File: src/design/kvt_pkg.sv
// kvt_pkg: types and constants shared by the keyed value table files.
// Request and status codes, sequencer states, store control struct.
// No dependencies.
package kvt_pkg;

   localparam int KEY_W           = 64;
   localparam int VAL_W           = 64;
   localparam int ENTRIES_DEFAULT = 16;

   // request codes as carried on the request channel
   typedef enum logic [1:0] {
      REQ_DECLARE = 2'd0,
      REQ_READ    = 2'd1,
      REQ_WRITE   = 2'd2,
      REQ_ASK     = 2'd3
   } req_code_type;

   // result status codes
   typedef enum logic [1:0] {
      ST_OK        = 2'd0,
      ST_NOT_FOUND = 2'd1,
      ST_DECLARED  = 2'd2,
      ST_FULL      = 2'd3
   } status_type;

   // sequencer states
   typedef enum logic [1:0] {
      S_IDLE,
      S_SEARCH,
      S_COMMIT
   } state_type;

   // control from the sequencer to the entry store
   typedef struct packed {
      logic key_we;
      logic val_we;
      logic rd_en;
   } store_ctl_type;

endpackage

File: src/design/kvt_if.sv
// kvt_if: valid/ready channel interfaces for requests and responses.
// Depends on kvt_pkg for payload widths.
interface kvt_req_if;
   logic                      valid;
   logic                      ready;
   logic [1:0]                req_type;
   logic [kvt_pkg::KEY_W-1:0] key;
   logic [kvt_pkg::VAL_W-1:0] new_value;

   modport source (output valid, req_type, key, new_value, input ready);
   modport sink   (input valid, req_type, key, new_value, output ready);
endinterface

interface kvt_rsp_if;
   logic                      valid;
   logic                      ready;
   logic [1:0]                status;
   logic                      found;
   logic [kvt_pkg::VAL_W-1:0] read_value;

   modport source (output valid, status, found, read_value, input ready);
   modport sink   (input valid, status, found, read_value, output ready);
endinterface

File: src/design/kvt_store.sv
// kvt_store: key and value memories, one write port, one registered read port.
// Depends on kvt_pkg.
module kvt_store #(
   parameter int ENTRIES = kvt_pkg::ENTRIES_DEFAULT,
   parameter int ADDR_W  = (ENTRIES > 1) ? $clog2(ENTRIES) : 1
) (
   input  logic                      clock,
   input  kvt_pkg::store_ctl_type    ctl,
   input  logic [ADDR_W-1:0]         wr_addr,
   input  logic [kvt_pkg::KEY_W-1:0] wr_key,
   input  logic [kvt_pkg::VAL_W-1:0] wr_val,
   input  logic [ADDR_W-1:0]         rd_addr,
   output logic [kvt_pkg::KEY_W-1:0] rd_key,
   output logic [kvt_pkg::VAL_W-1:0] rd_val
);

   logic [kvt_pkg::KEY_W-1:0] key_mem [ENTRIES];
   logic [kvt_pkg::VAL_W-1:0] val_mem [ENTRIES];

   // write port
   always_ff @(posedge clock) begin
      if (ctl.key_we) begin
         key_mem[wr_addr] <= wr_key;
      end
      if (ctl.val_we) begin
         val_mem[wr_addr] <= wr_val;
      end
   end

   // registered read port, key and value at the same address
   always_ff @(posedge clock) begin
      if (ctl.rd_en) begin
         rd_key <= key_mem[rd_addr];
         rd_val <= val_mem[rd_addr];
      end
   end

endmodule

File: src/design/keyed_value_table.sv
// keyed_value_table: top level of the linearly searched key/value table.
// Depends on kvt_pkg, kvt_if (kvt_req_if, kvt_rsp_if) and kvt_store.
//
// Usage
//   req (sink): req_type (declare, read, write, ask), key, new_value.
//   rsp (source): status, found, read_value. One response per request,
//   in request order. A transfer happens when valid and ready are high.
//   A request is taken only while the sequencer is idle; it then walks the
//   occupied entries in declaration order through one 64-bit comparator,
//   one entry per cycle, behind the registered read port of the store.
// Sequence
//   A key hit ends the search at the matching entry; a miss ends it once
//   all used entries have been compared. The commit state follows, where
//   the store is updated and the response register loaded once it is free;
//   the response shows on the next cycle and req.ready comes back in that
//   same cycle.
// Reset
//   Synchronous: the table is emptied (entry count zero), no response valid.
// Back-pressure
//   A waiting response does not block the next request's search; the next
//   commit waits until the response register has been emptied.
module keyed_value_table #(
   parameter int ENTRIES = kvt_pkg::ENTRIES_DEFAULT
) (
   input  logic             clock,
   input  logic             reset,
   kvt_req_if.sink          req,
   kvt_rsp_if.source        rsp
);

   localparam int CNT_W  = $clog2(ENTRIES + 1);
   localparam int ADDR_W = (ENTRIES > 1) ? $clog2(ENTRIES) : 1;

   // control state
   kvt_pkg::state_type        state_ff, state_in;
   logic [CNT_W-1:0]          count_ff, count_in;
   logic [CNT_W-1:0]          idx_ff, idx_in;
   logic                      pend_ff, pend_in;
   logic                      rsp_valid_ff, rsp_valid_in;

   // payload state
   kvt_pkg::req_code_type     req_type_ff, req_type_in;
   logic [kvt_pkg::KEY_W-1:0] key_ff, key_in;
   logic [kvt_pkg::VAL_W-1:0] new_val_ff, new_val_in;
   logic [ADDR_W-1:0]         pidx_ff, pidx_in;
   logic                      hit_ff, hit_in;
   logic [ADDR_W-1:0]         hit_idx_ff, hit_idx_in;
   logic [kvt_pkg::VAL_W-1:0] hit_val_ff, hit_val_in;
   kvt_pkg::status_type       rsp_status_ff, rsp_status_in;
   logic                      rsp_found_ff, rsp_found_in;
   logic [kvt_pkg::VAL_W-1:0] rsp_value_ff, rsp_value_in;

   // store connection
   kvt_pkg::store_ctl_type    store_ctl;
   logic [ADDR_W-1:0]         wr_addr;
   logic [kvt_pkg::KEY_W-1:0] rd_key;
   logic [kvt_pkg::VAL_W-1:0] rd_val;
   logic                      key_match;
   logic                      out_free;

   kvt_store #(
      .ENTRIES (ENTRIES),
      .ADDR_W  (ADDR_W)
   ) u_store (
      .clock   (clock),
      .ctl     (store_ctl),
      .wr_addr (wr_addr),
      .wr_key  (key_ff),
      .wr_val  (new_val_ff),
      .rd_addr (idx_ff[ADDR_W-1:0]),
      .rd_key  (rd_key),
      .rd_val  (rd_val)
   );

   // shared comparator on the entry read last cycle
   assign key_match = pend_ff && (rd_key == key_ff);
   assign out_free  = !rsp_valid_ff || rsp.ready;

   // sequencer: next state and outputs
   always_comb begin
      state_in      = state_ff;
      count_in      = count_ff;
      idx_in        = idx_ff;
      pend_in       = pend_ff;
      rsp_valid_in  = rsp_valid_ff;
      req_type_in   = req_type_ff;
      key_in        = key_ff;
      new_val_in    = new_val_ff;
      pidx_in       = pidx_ff;
      hit_in        = hit_ff;
      hit_idx_in    = hit_idx_ff;
      hit_val_in    = hit_val_ff;
      rsp_status_in = rsp_status_ff;
      rsp_found_in  = rsp_found_ff;
      rsp_value_in  = rsp_value_ff;
      store_ctl     = '0;
      wr_addr       = hit_idx_ff;
      req.ready     = 1'b0;

      // response register drains on transfer
      if (rsp_valid_ff && rsp.ready) begin
         rsp_valid_in = 1'b0;
      end

      unique case (state_ff)
         kvt_pkg::S_IDLE: begin
            req.ready = 1'b1;
            if (req.valid) begin
               req_type_in = kvt_pkg::req_code_type'(req.req_type);
               key_in      = req.key;
               new_val_in  = req.new_value;
               idx_in      = '0;
               pend_in     = 1'b0;
               state_in    = kvt_pkg::S_SEARCH;
            end
         end

         kvt_pkg::S_SEARCH: begin
            priority if (key_match) begin
               hit_in     = 1'b1;
               hit_idx_in = pidx_ff;
               hit_val_in = rd_val;
               pend_in    = 1'b0;
               state_in   = kvt_pkg::S_COMMIT;
            end else if (idx_ff == count_ff) begin
               hit_in     = 1'b0;
               hit_val_in = '0;
               pend_in    = 1'b0;
               state_in   = kvt_pkg::S_COMMIT;
            end else begin
               store_ctl.rd_en = 1'b1;
               pend_in         = 1'b1;
               pidx_in         = idx_ff[ADDR_W-1:0];
               idx_in          = idx_ff + CNT_W'(1);
            end
         end

         kvt_pkg::S_COMMIT: begin
            if (out_free) begin
               rsp_valid_in = 1'b1;
               rsp_found_in = hit_ff;
               rsp_value_in = '0;
               state_in     = kvt_pkg::S_IDLE;
               unique case (req_type_ff)
                  kvt_pkg::REQ_DECLARE: begin
                     priority if (hit_ff) begin
                        rsp_status_in = kvt_pkg::ST_DECLARED;
                     end else if (count_ff == CNT_W'(ENTRIES)) begin
                        rsp_status_in = kvt_pkg::ST_FULL;
                     end else begin
                        rsp_status_in    = kvt_pkg::ST_OK;
                        wr_addr          = count_ff[ADDR_W-1:0];
                        store_ctl.key_we = 1'b1;
                        store_ctl.val_we = 1'b1;
                        count_in         = count_ff + CNT_W'(1);
                     end
                  end
                  kvt_pkg::REQ_READ: begin
                     if (hit_ff) begin
                        rsp_status_in = kvt_pkg::ST_OK;
                        rsp_value_in  = hit_val_ff;
                     end else begin
                        rsp_status_in = kvt_pkg::ST_NOT_FOUND;
                     end
                  end
                  kvt_pkg::REQ_WRITE: begin
                     if (hit_ff) begin
                        rsp_status_in    = kvt_pkg::ST_OK;
                        store_ctl.val_we = 1'b1;
                     end else begin
                        rsp_status_in = kvt_pkg::ST_NOT_FOUND;
                     end
                  end
                  kvt_pkg::REQ_ASK: begin
                     rsp_status_in = kvt_pkg::ST_OK;
                  end
               endcase
            end
         end

         default: begin
            state_in = kvt_pkg::S_IDLE;
         end
      endcase
   end

   // control registers
   always_ff @(posedge clock) begin
      if (reset) begin
         state_ff     <= kvt_pkg::S_IDLE;
         count_ff     <= '0;
         idx_ff       <= '0;
         pend_ff      <= 1'b0;
         rsp_valid_ff <= 1'b0;
      end else begin
         state_ff     <= state_in;
         count_ff     <= count_in;
         idx_ff       <= idx_in;
         pend_ff      <= pend_in;
         rsp_valid_ff <= rsp_valid_in;
      end
   end

   // payload registers
   always_ff @(posedge clock) begin
      req_type_ff   <= req_type_in;
      key_ff        <= key_in;
      new_val_ff    <= new_val_in;
      pidx_ff       <= pidx_in;
      hit_ff        <= hit_in;
      hit_idx_ff    <= hit_idx_in;
      hit_val_ff    <= hit_val_in;
      rsp_status_ff <= rsp_status_in;
      rsp_found_ff  <= rsp_found_in;
      rsp_value_ff  <= rsp_value_in;
   end

   // response channel
   assign rsp.valid      = rsp_valid_ff;
   assign rsp.status     = rsp_status_ff;
   assign rsp.found      = rsp_found_ff;
   assign rsp.read_value = rsp_value_ff;

endmodule

File: src/flat_wrapper.sv
// flat-port wrapper written by rule: the top's interface ports become plain ports
module keyed_value_table_flat 
#(
   parameter int ENTRIES = kvt_pkg::ENTRIES_DEFAULT
)
  (clock, reset, req_valid, req_req_type, req_key, req_new_value, req_ready, rsp_valid, rsp_status, rsp_found, rsp_read_value, rsp_ready);
  kvt_req_if req_i ();
  kvt_rsp_if rsp_i ();
  input  logic clock;
  input  logic reset;
  input wire logic [$bits(req_i.valid)-1:0] req_valid;
  input wire logic [$bits(req_i.req_type)-1:0] req_req_type;
  input wire logic [$bits(req_i.key)-1:0] req_key;
  input wire logic [$bits(req_i.new_value)-1:0] req_new_value;
  output wire logic [$bits(req_i.ready)-1:0] req_ready;
  output wire logic [$bits(rsp_i.valid)-1:0] rsp_valid;
  output wire logic [$bits(rsp_i.status)-1:0] rsp_status;
  output wire logic [$bits(rsp_i.found)-1:0] rsp_found;
  output wire logic [$bits(rsp_i.read_value)-1:0] rsp_read_value;
  input wire logic [$bits(rsp_i.ready)-1:0] rsp_ready;
  assign req_i.valid = req_valid;
  assign req_i.req_type = req_req_type;
  assign req_i.key = req_key;
  assign req_i.new_value = req_new_value;
  assign req_ready = req_i.ready;
  assign rsp_valid = rsp_i.valid;
  assign rsp_status = rsp_i.status;
  assign rsp_found = rsp_i.found;
  assign rsp_read_value = rsp_i.read_value;
  assign rsp_i.ready = rsp_ready;
  keyed_value_table #(.ENTRIES(ENTRIES)) u_core (.clock(clock), .reset(reset), .req(req_i), .rsp(rsp_i));
endmodule
File: config.mk
export PLATFORM = sky130hd
export DESIGN_NAME = keyed_value_table_flat
export DESIGN_NICKNAME = d
export VERILOG_FILES = /design/src/design/kvt_pkg.sv /design/src/design/kvt_if.sv /design/src/design/kvt_store.sv /design/src/design/keyed_value_table.sv /design/src/flat_wrapper.sv
export SDC_FILE = /design/constraint.sdc
export NUM_CORES = 2
export LEC_CHECK = 0
export BUFFER_PORTS_ARGS = -buffer_cell sky130_fd_sc_hd__buf_2
export CORE_ASPECT_RATIO = 0.7
export CORE_UTILIZATION = 56
export DETAILED_ROUTE_END_ITERATION = 7
export PLACE_DENSITY = 0.77
export SYNTH_ARGS = -nofsm -noshare
export SYNTH_HDL_FRONTEND = slang
export SYNTH_HIERARCHICAL = 1
export SYNTH_SLANG_ARGS = --single-unit
File: constraint.sdc
create_clock -name clock -period 9.3 [get_ports clock]
set_input_delay 1.86 -clock clock [delete_from_list [all_inputs] [get_ports clock]]
set_output_delay 1.86 -clock clock [all_outputs]
set_load 0.01 [all_outputs]
# ---- Word level (Yosys, flattened, before mapping)
# Memory sizes are Yosys's and may differ from the RTL's. A register that Yosys moved wholly into a read port is not among the register bits.
# Cells that the tools add are included.
dict set report totals {
  regBits 284
  latchBits 0
  ram_bits 2048
  rom_bits 0
  inputBits 134
  out_inout_bits 69
  elab_cells 96
  memories 2
}
dict set report op_classes {
  add_sub_neg 2
  multipliers 0
  div_mod_pow 0
  order_cmp 0
  eq_ne 13
  shift 0
  n_mux 41
  bitwise_logic 4
  reduce_logical 19
}
# memory words word_bits read_ports rd_clocked_by_memory_dff write_ports line_no
set mem_list {}
lappend mem_list {u_core.u_store.key_mem 16 64 1 1 1 kvt_store.sv:17} ;# logic [kvt_pkg::KEY_W-1:0] key_mem [ENTRIES];
lappend mem_list {u_core.u_store.val_mem 16 64 1 1 1 kvt_store.sv:18} ;# logic [kvt_pkg::VAL_W-1:0] val_mem [ENTRIES];
# operator n
set op_table {}
lappend op_table {{64-bit two-way mux} 2}
lappend op_table {{64-bit == test} 1}
lappend op_table {{2-bit two-way mux} 10}
lappend op_table {{4-bit two-way mux} 5}
lappend op_table {{1-bit two-way mux} 16}
lappend op_table {{5-bit two-way mux} 3}
lappend op_table {{2-bit case mux with 3 select lines} 2}
lappend op_table {{2-bit AND reduction} 6}
lappend op_table {{5-bit by 1-bit adder with 5-bit output, second input constant} 2}
lappend op_table {{5-bit case mux with 2 select lines} 1}
lappend op_table {{2-bit == test, second input constant} 3}
lappend op_table {{2-bit != test, second input constant} 3}
lappend op_table {{3-bit AND reduction} 2}
lappend op_table {{5-bit == test} 1}
lappend op_table {{5-bit == test, second input constant} 1}
lappend op_table {{5-bit AND reduction} 1}
lappend op_table {{2-bit by 1-bit == test with 1-bit output, second input constant} 2}
lappend op_table {{2-bit zero test} 2}
lappend op_table {{1-bit NOT} 4}
lappend op_table {{1-bit case mux with 2 select lines} 2}
lappend op_table {{4-bit AND reduction} 1}
lappend op_table {{2-bit nonzero test} 2}
lappend op_table {{3-bit by 1-bit != test with 1-bit output, second input constant} 1}
lappend op_table {{1-bit logical AND} 2}
lappend op_table {{other kinds (4)} 4}

# ---- Longest topological paths before layout
dict set report depth {
  word_depth 8
  ltp_mapped 9
  mapped_depth_nobuf 8
}

# ---- Cells and area by module
# The synthesis kept the hierarchy.
# module n_inst cells_each area_per_inst_um2
set modules_own_cells {}
lappend modules_own_cells {kvt_store 1 3402 81040.2}
lappend modules_own_cells {keyed_value_table 1 621 10631.4}

# ---- Worst setup path before layout
# Ideal clock, no wire load.
dict set report synth_path {
  kind {in2reg}
  start {input port rsp_ready}
  end {memory u_core/u_store/val_mem[0][0] (netlist bit), enable pin}
  arrival_time_ns 8.441
  path_slack_ns 0.373
  path_stages 5
  cell_sequence {nor2b_1 nor2_1 a31o_2 or3b_2 nor2_1}
}
# element line_no
set synth_rtl {}
lappend synth_rtl {{start, declared} flat_wrapper.sv:20} ;# input wire logic [$bits(rsp_i.ready)-1:0] rsp_ready;
lappend synth_rtl {{end, declared} kvt_store.sv:18}

# ---- Worst setup path in the final report
dict set report layout_path {
  start {input port rsp_ready}
  end {memory u_core/u_store/key_mem[1][16] (netlist bit), enable pin}
}
dict set report layout_between {
  elab_cells_between_ends 7
  classes_between {mux: 6; reduce/logical: 1}
}
# element line_no
set layout_rtl {}
lappend layout_rtl {{1-bit logical OR} keyed_value_table.sv:77} ;# assign out_free = !rsp_valid_ff || rsp.ready;
lappend layout_rtl {{4-bit two-way mux} keyed_value_table.sv:139} ;# if (out_free) begin
lappend layout_rtl {{4-bit two-way mux} keyed_value_table.sv:105} ;# unique case (state_ff)
lappend layout_rtl {{named net u_core.wr_addr[1]} keyed_value_table.sv:55} ;# logic [ADDR_W-1:0] wr_addr;
lappend layout_rtl {{end, declared} kvt_store.sv:17}
# The timed path passes the listed nets, and every way through them passes these cells.

==> results.ini <==
[grt]
grt_start_max_net_pins=117
number_of_global_route_vias_before_repair=43400
total_routing_usage_gr=0.255
globalRoute.totalOverflow=0
grt_pass1_wl_um=301000
initial_antenna_violation_count=13

[route]
postRouteWirelength_um=209000
drc_violation_count_after_routing=0
routed-via-count=43300
avgRoutedWirePerCell_um=31.4
route.antenna.remaining_nets=0
avgViaCountPerCell=6.52
detail_route.iter0.violations=5486
firstDrtPassIters=5

[placement]
port_buffers=202
gpl.final_weighted_congestion=0.781
number_of_placed_instances_taps_included=6240
pre_cts_ws_ns=2.56
dp.final_hpwl_um=113000
place_area_mm2=0.0953

[cts]
worst_setup_hold_path_clk_slew_ns=0.07
cts_tree=done
clk-insertion-delay-late_ns=0.89
post_cts_resized=0
postCtsSetupBuffers=0
cts_sinks=2460
cts_buffer_depth=3
cts-hold-fix-buffers=0
cts_inserted_buffers=214
cts_htree_levels=4
clock_tree.root_cell=sky130_fd_sc_hd__clkbuf_16

[synth]
post_synth.cell_area_avg_um2=22.8
ys_dominant_reg_cell=sky130_fd_sc_hd__edfxtp_1
post_synth_fa_ha_maj_area_fraction=0.000819
synth_nets=4163
synthDistinctLibCells=52
synth_top_family_by_area=multiplexers
post_synthesis_compound_gate_area_fraction=0.0255
synth_warnings=6
synth.ff_latch_count=2460
muxShareOfSynthArea=0.128
yosys.area_share.simple=0.0221
synth-async-reset-ratio=0
synth_area_mm2=0.0917
synth-seq-area-share=0.804
synth_cells=4023
synth_xor_area_frac=0.00611
synth_enable_flop_cells=2446

[setup_path]
critical_path.max_fanout=41
cp-end-kind=flop
worst-endpoint-arrival_ns=6.32
setup.worst_path.start_class=primary input
cp_slowest_stage_delay_ns=0.99
critical_path_class=primary input to flop
timing.critical_path.mode_cell=sky130_fd_sc_hd__nor2b_1
critical_path.cell_chain=buf_2, nor2b_1, nor4b_1, nor2b_1, mux2_2, nand2b_1, nor2_4, buf_4
critPathSlowestCell=sky130_fd_sc_hd__nor2_4
worst-r2r-setup-slack_ns=3.96
data_required_time_at_the_worst_endpoint_ns=9.78
crit_buf_inv=2
critical_path.top_delay_family=simple AND/OR/NAND/NOR gates

[floorplan]
io_pins=203
fp.coreArea_mm2=0.162
x_dimension_of_the_die_um=486
rows=123
die_h_um=341
die_area_mm2=0.165
start_util=0.567

[sta]
max-slew-margin-rel=0.126
tns_ns=0
fraction_of_the_cycle_the_final_worst_path_needs=0.628
grt_setup_unrepaired=false
report.final.setup_viol=0
finalWorstPathRequiredPeriod_ns=5.84
worst_clk_skew_ns=0.0446
max_freq_mhz=171
timing_max_transition_violations_final=0
worst_pin_slew_ns=1.31
hold_viol_final=0
post-route-worst-setup-slack_ns=3.46

[min_path]
holdCritPathClass=flop to flop

[pwr]
vdd_ir_drop_max_mv=0.179
power.static_leakage_nw=31.5
power.density_cell_area_mw_per_mm2=208
power.total_mw=21.2

[final_layout]
layout_commonest_cell=sky130_fd_sc_hd__edfxtp_1
layout.nets=4471
fin_cells=6642
fraction_of_final_layout_cells_with_drive_strength_greater_than_1=0.264
layout.cell_area.non_filler_mm2=0.102
layout.cells.most_common_list=sky130_fd_sc_hd__edfxtp_1, sky130_fd_sc_hd__mux4_2, sky130_fd_sc_hd__clkbuf_16
flow.area_growth_from_synthesis_pct=11.3

[flow_run]
cap_violations=0

[outcome]
status=finished, final reports clean

-- through the flow --
stage / hold slack (ns) / util
4_1_cts: 0.424 / 0.632
2_1_floorplan: 0.400 / -
3_3_place_gp: 0.401 / 0.590
6_report: 0.423 / 0.632
5_1_grt: 0.444 / 0.632
3_5_place_dp: 0.409 / 0.590
-- worst reg2reg max path, stage by stage, from the launching register on --
cell and delay (ns):
sky130_fd_sc_hd__edfxtp_1 0.63, sky130_fd_sc_hd__xnor2_1 0.83, sky130_fd_sc_hd__nand4_1 0.32, sky130_fd_sc_hd__nor4_1 0.33, sky130_fd_sc_hd__nand4_1 0.30, sky130_fd_sc_hd__nor3_4 0.29, sky130_fd_sc_hd__buf_4 0.81, sky130_fd_sc_hd__o21ai_0 0.36
sky130_fd_sc_hd__clkinv_2 0.09, sky130_fd_sc_hd__buf_4 0.89
-- cell usage after synthesis (3+ instances only) --
library cell	number	area share
sky130_fd_sc_hd__buf_1	5	0.00020
sky130_fd_sc_hd__o41a_1	3	0.00037
sky130_fd_sc_hd__o211ai_1	3	0.00025
sky130_fd_sc_hd__inv_1	20	0.00082
sky130_fd_sc_hd__a221oi_1	13	0.0012
sky130_fd_sc_hd__o21ai_0	3	0.00016
sky130_fd_sc_hd__nand2_1	95	0.0039
sky130_fd_sc_hd__mux4_2	469	0.12
sky130_fd_sc_hd__ha_1	6	0.00082
sky130_fd_sc_hd__mux2_2	70	0.0086
sky130_fd_sc_hd__o221ai_1	32	0.0031
sky130_fd_sc_hd__and3_1	65	0.0044
sky130_fd_sc_hd__a21oi_1	5	0.00027
sky130_fd_sc_hd__nand3_1	10	0.00055
sky130_fd_sc_hd__o21ai_1	25	0.0014
sky130_fd_sc_hd__o22a_1	6	0.00057
sky130_fd_sc_hd__nor2_1	46	0.0019
sky130_fd_sc_hd__edfxtp_1	2446	0.80
sky130_fd_sc_hd__dfxtp_1	14	0.0031
sky130_fd_sc_hd__xnor2_1	37	0.0035
sky130_fd_sc_hd__buf_4	22	0.0018
sky130_fd_sc_hd__mux2_1	12	0.0015
sky130_fd_sc_hd__clkbuf_1	94	0.0038
sky130_fd_sc_hd__clkbuf_2	5	0.00027
sky130_fd_sc_hd__nor4_1	8	0.00055
sky130_fd_sc_hd__nor2b_1	40	0.0027
sky130_fd_sc_hd__buf_6	24	0.0029
sky130_fd_sc_hd__and2_1	67	0.0046
sky130_fd_sc_hd__nand4_1	12	0.00082
sky130_fd_sc_hd__mux2i_1	26	0.0028
sky130_fd_sc_hd__o2111ai_1	3	0.00029
sky130_fd_sc_hd__buf_2	58	0.0032
sky130_fd_sc_hd__a22oi_1	207	0.017
sky130_fd_sc_hd__xor2_1	27	0.0026
sky130_fd_sc_hd__nand2b_1	21	0.0014
-- area by class of cell --
| type | instances | area [um^2] |
|---|---|---|
| antenna | 3 | 7.51 |
| fill | 10300 | 59500 |
| clock buffer | 264 | 5540 |
| tap | 2125 | 2660 |
| clock inverter | 135 | 1160 |
| multi-input combinational | 1335 | 17100 |
| timing repair buffer | 300 | 1810 |
| inverter | 20 | 83.8 |
| sequential | 2460 | 73700 |
-- power by group --
part / internal (mW) / total, mW / leakage [nW] / switching [mW]
registers: 12.3 / 12.5 / 22.2 / 0.171
logic: 0.0531 / 0.185 / 6.03 / 0.132
clock network: 4.60 / 8.55 / 3.27 / 3.96
-- layer usage --
layer / GRT usage / routed length (um) / up-vias
met5: 0 / 26 / -
met1: 0.390 / 86600 / 22900
met3: 0.0559 / 22500 / 269
li1: - / - / 17500
met4: 0.0738 / 5160 / 4
met2: 0.376 / 94400 / 2703
-- state kept, by name (all words and copies together) (netlist names), 5 cells and up --
signal                  count
u_core/key_ff              64
u_core/rsp.read_value      64
u_core/u_store/key_mem   1024
u_core/u_store/val_mem   1024
u_core/count_ff             5
u_core/u_store/rd_key      64
u_core/new_val_ff          64
u_core/idx_ff               5
u_core/u_store/rd_val      64
u_core/hit_val_ff          64
-- kinds of logic after synthesis --
| kind of cell | count (synthesis) |
|---|---|
| xor+xnor | 64 |
| simple gates | 377 |
| mux | 577 |
| compound gates | 311 |
| fa+ha+maj | 6 |
| flops | 2460 |
| buf+inv | 228 |
-- worst paths after layout --
| path | start | cells after the start | end |
|---|---|---|---|
| worst max-delay path | rsp_ready | 8 | u_core/u_store/key_mem[1][16] |
| worst min-delay path | u_core/pidx_ff[1] | 0 | u_core/hit_idx_ff[1] |
| worst max register to register | u_core/key_ff[0] | 9 | u_core/hit_val_ff[6] |
| worst min register to register | u_core/pidx_ff[1] | 0 | u_core/hit_idx_ff[1] |
No activity file was read; power rests on OpenSTA's default activity.
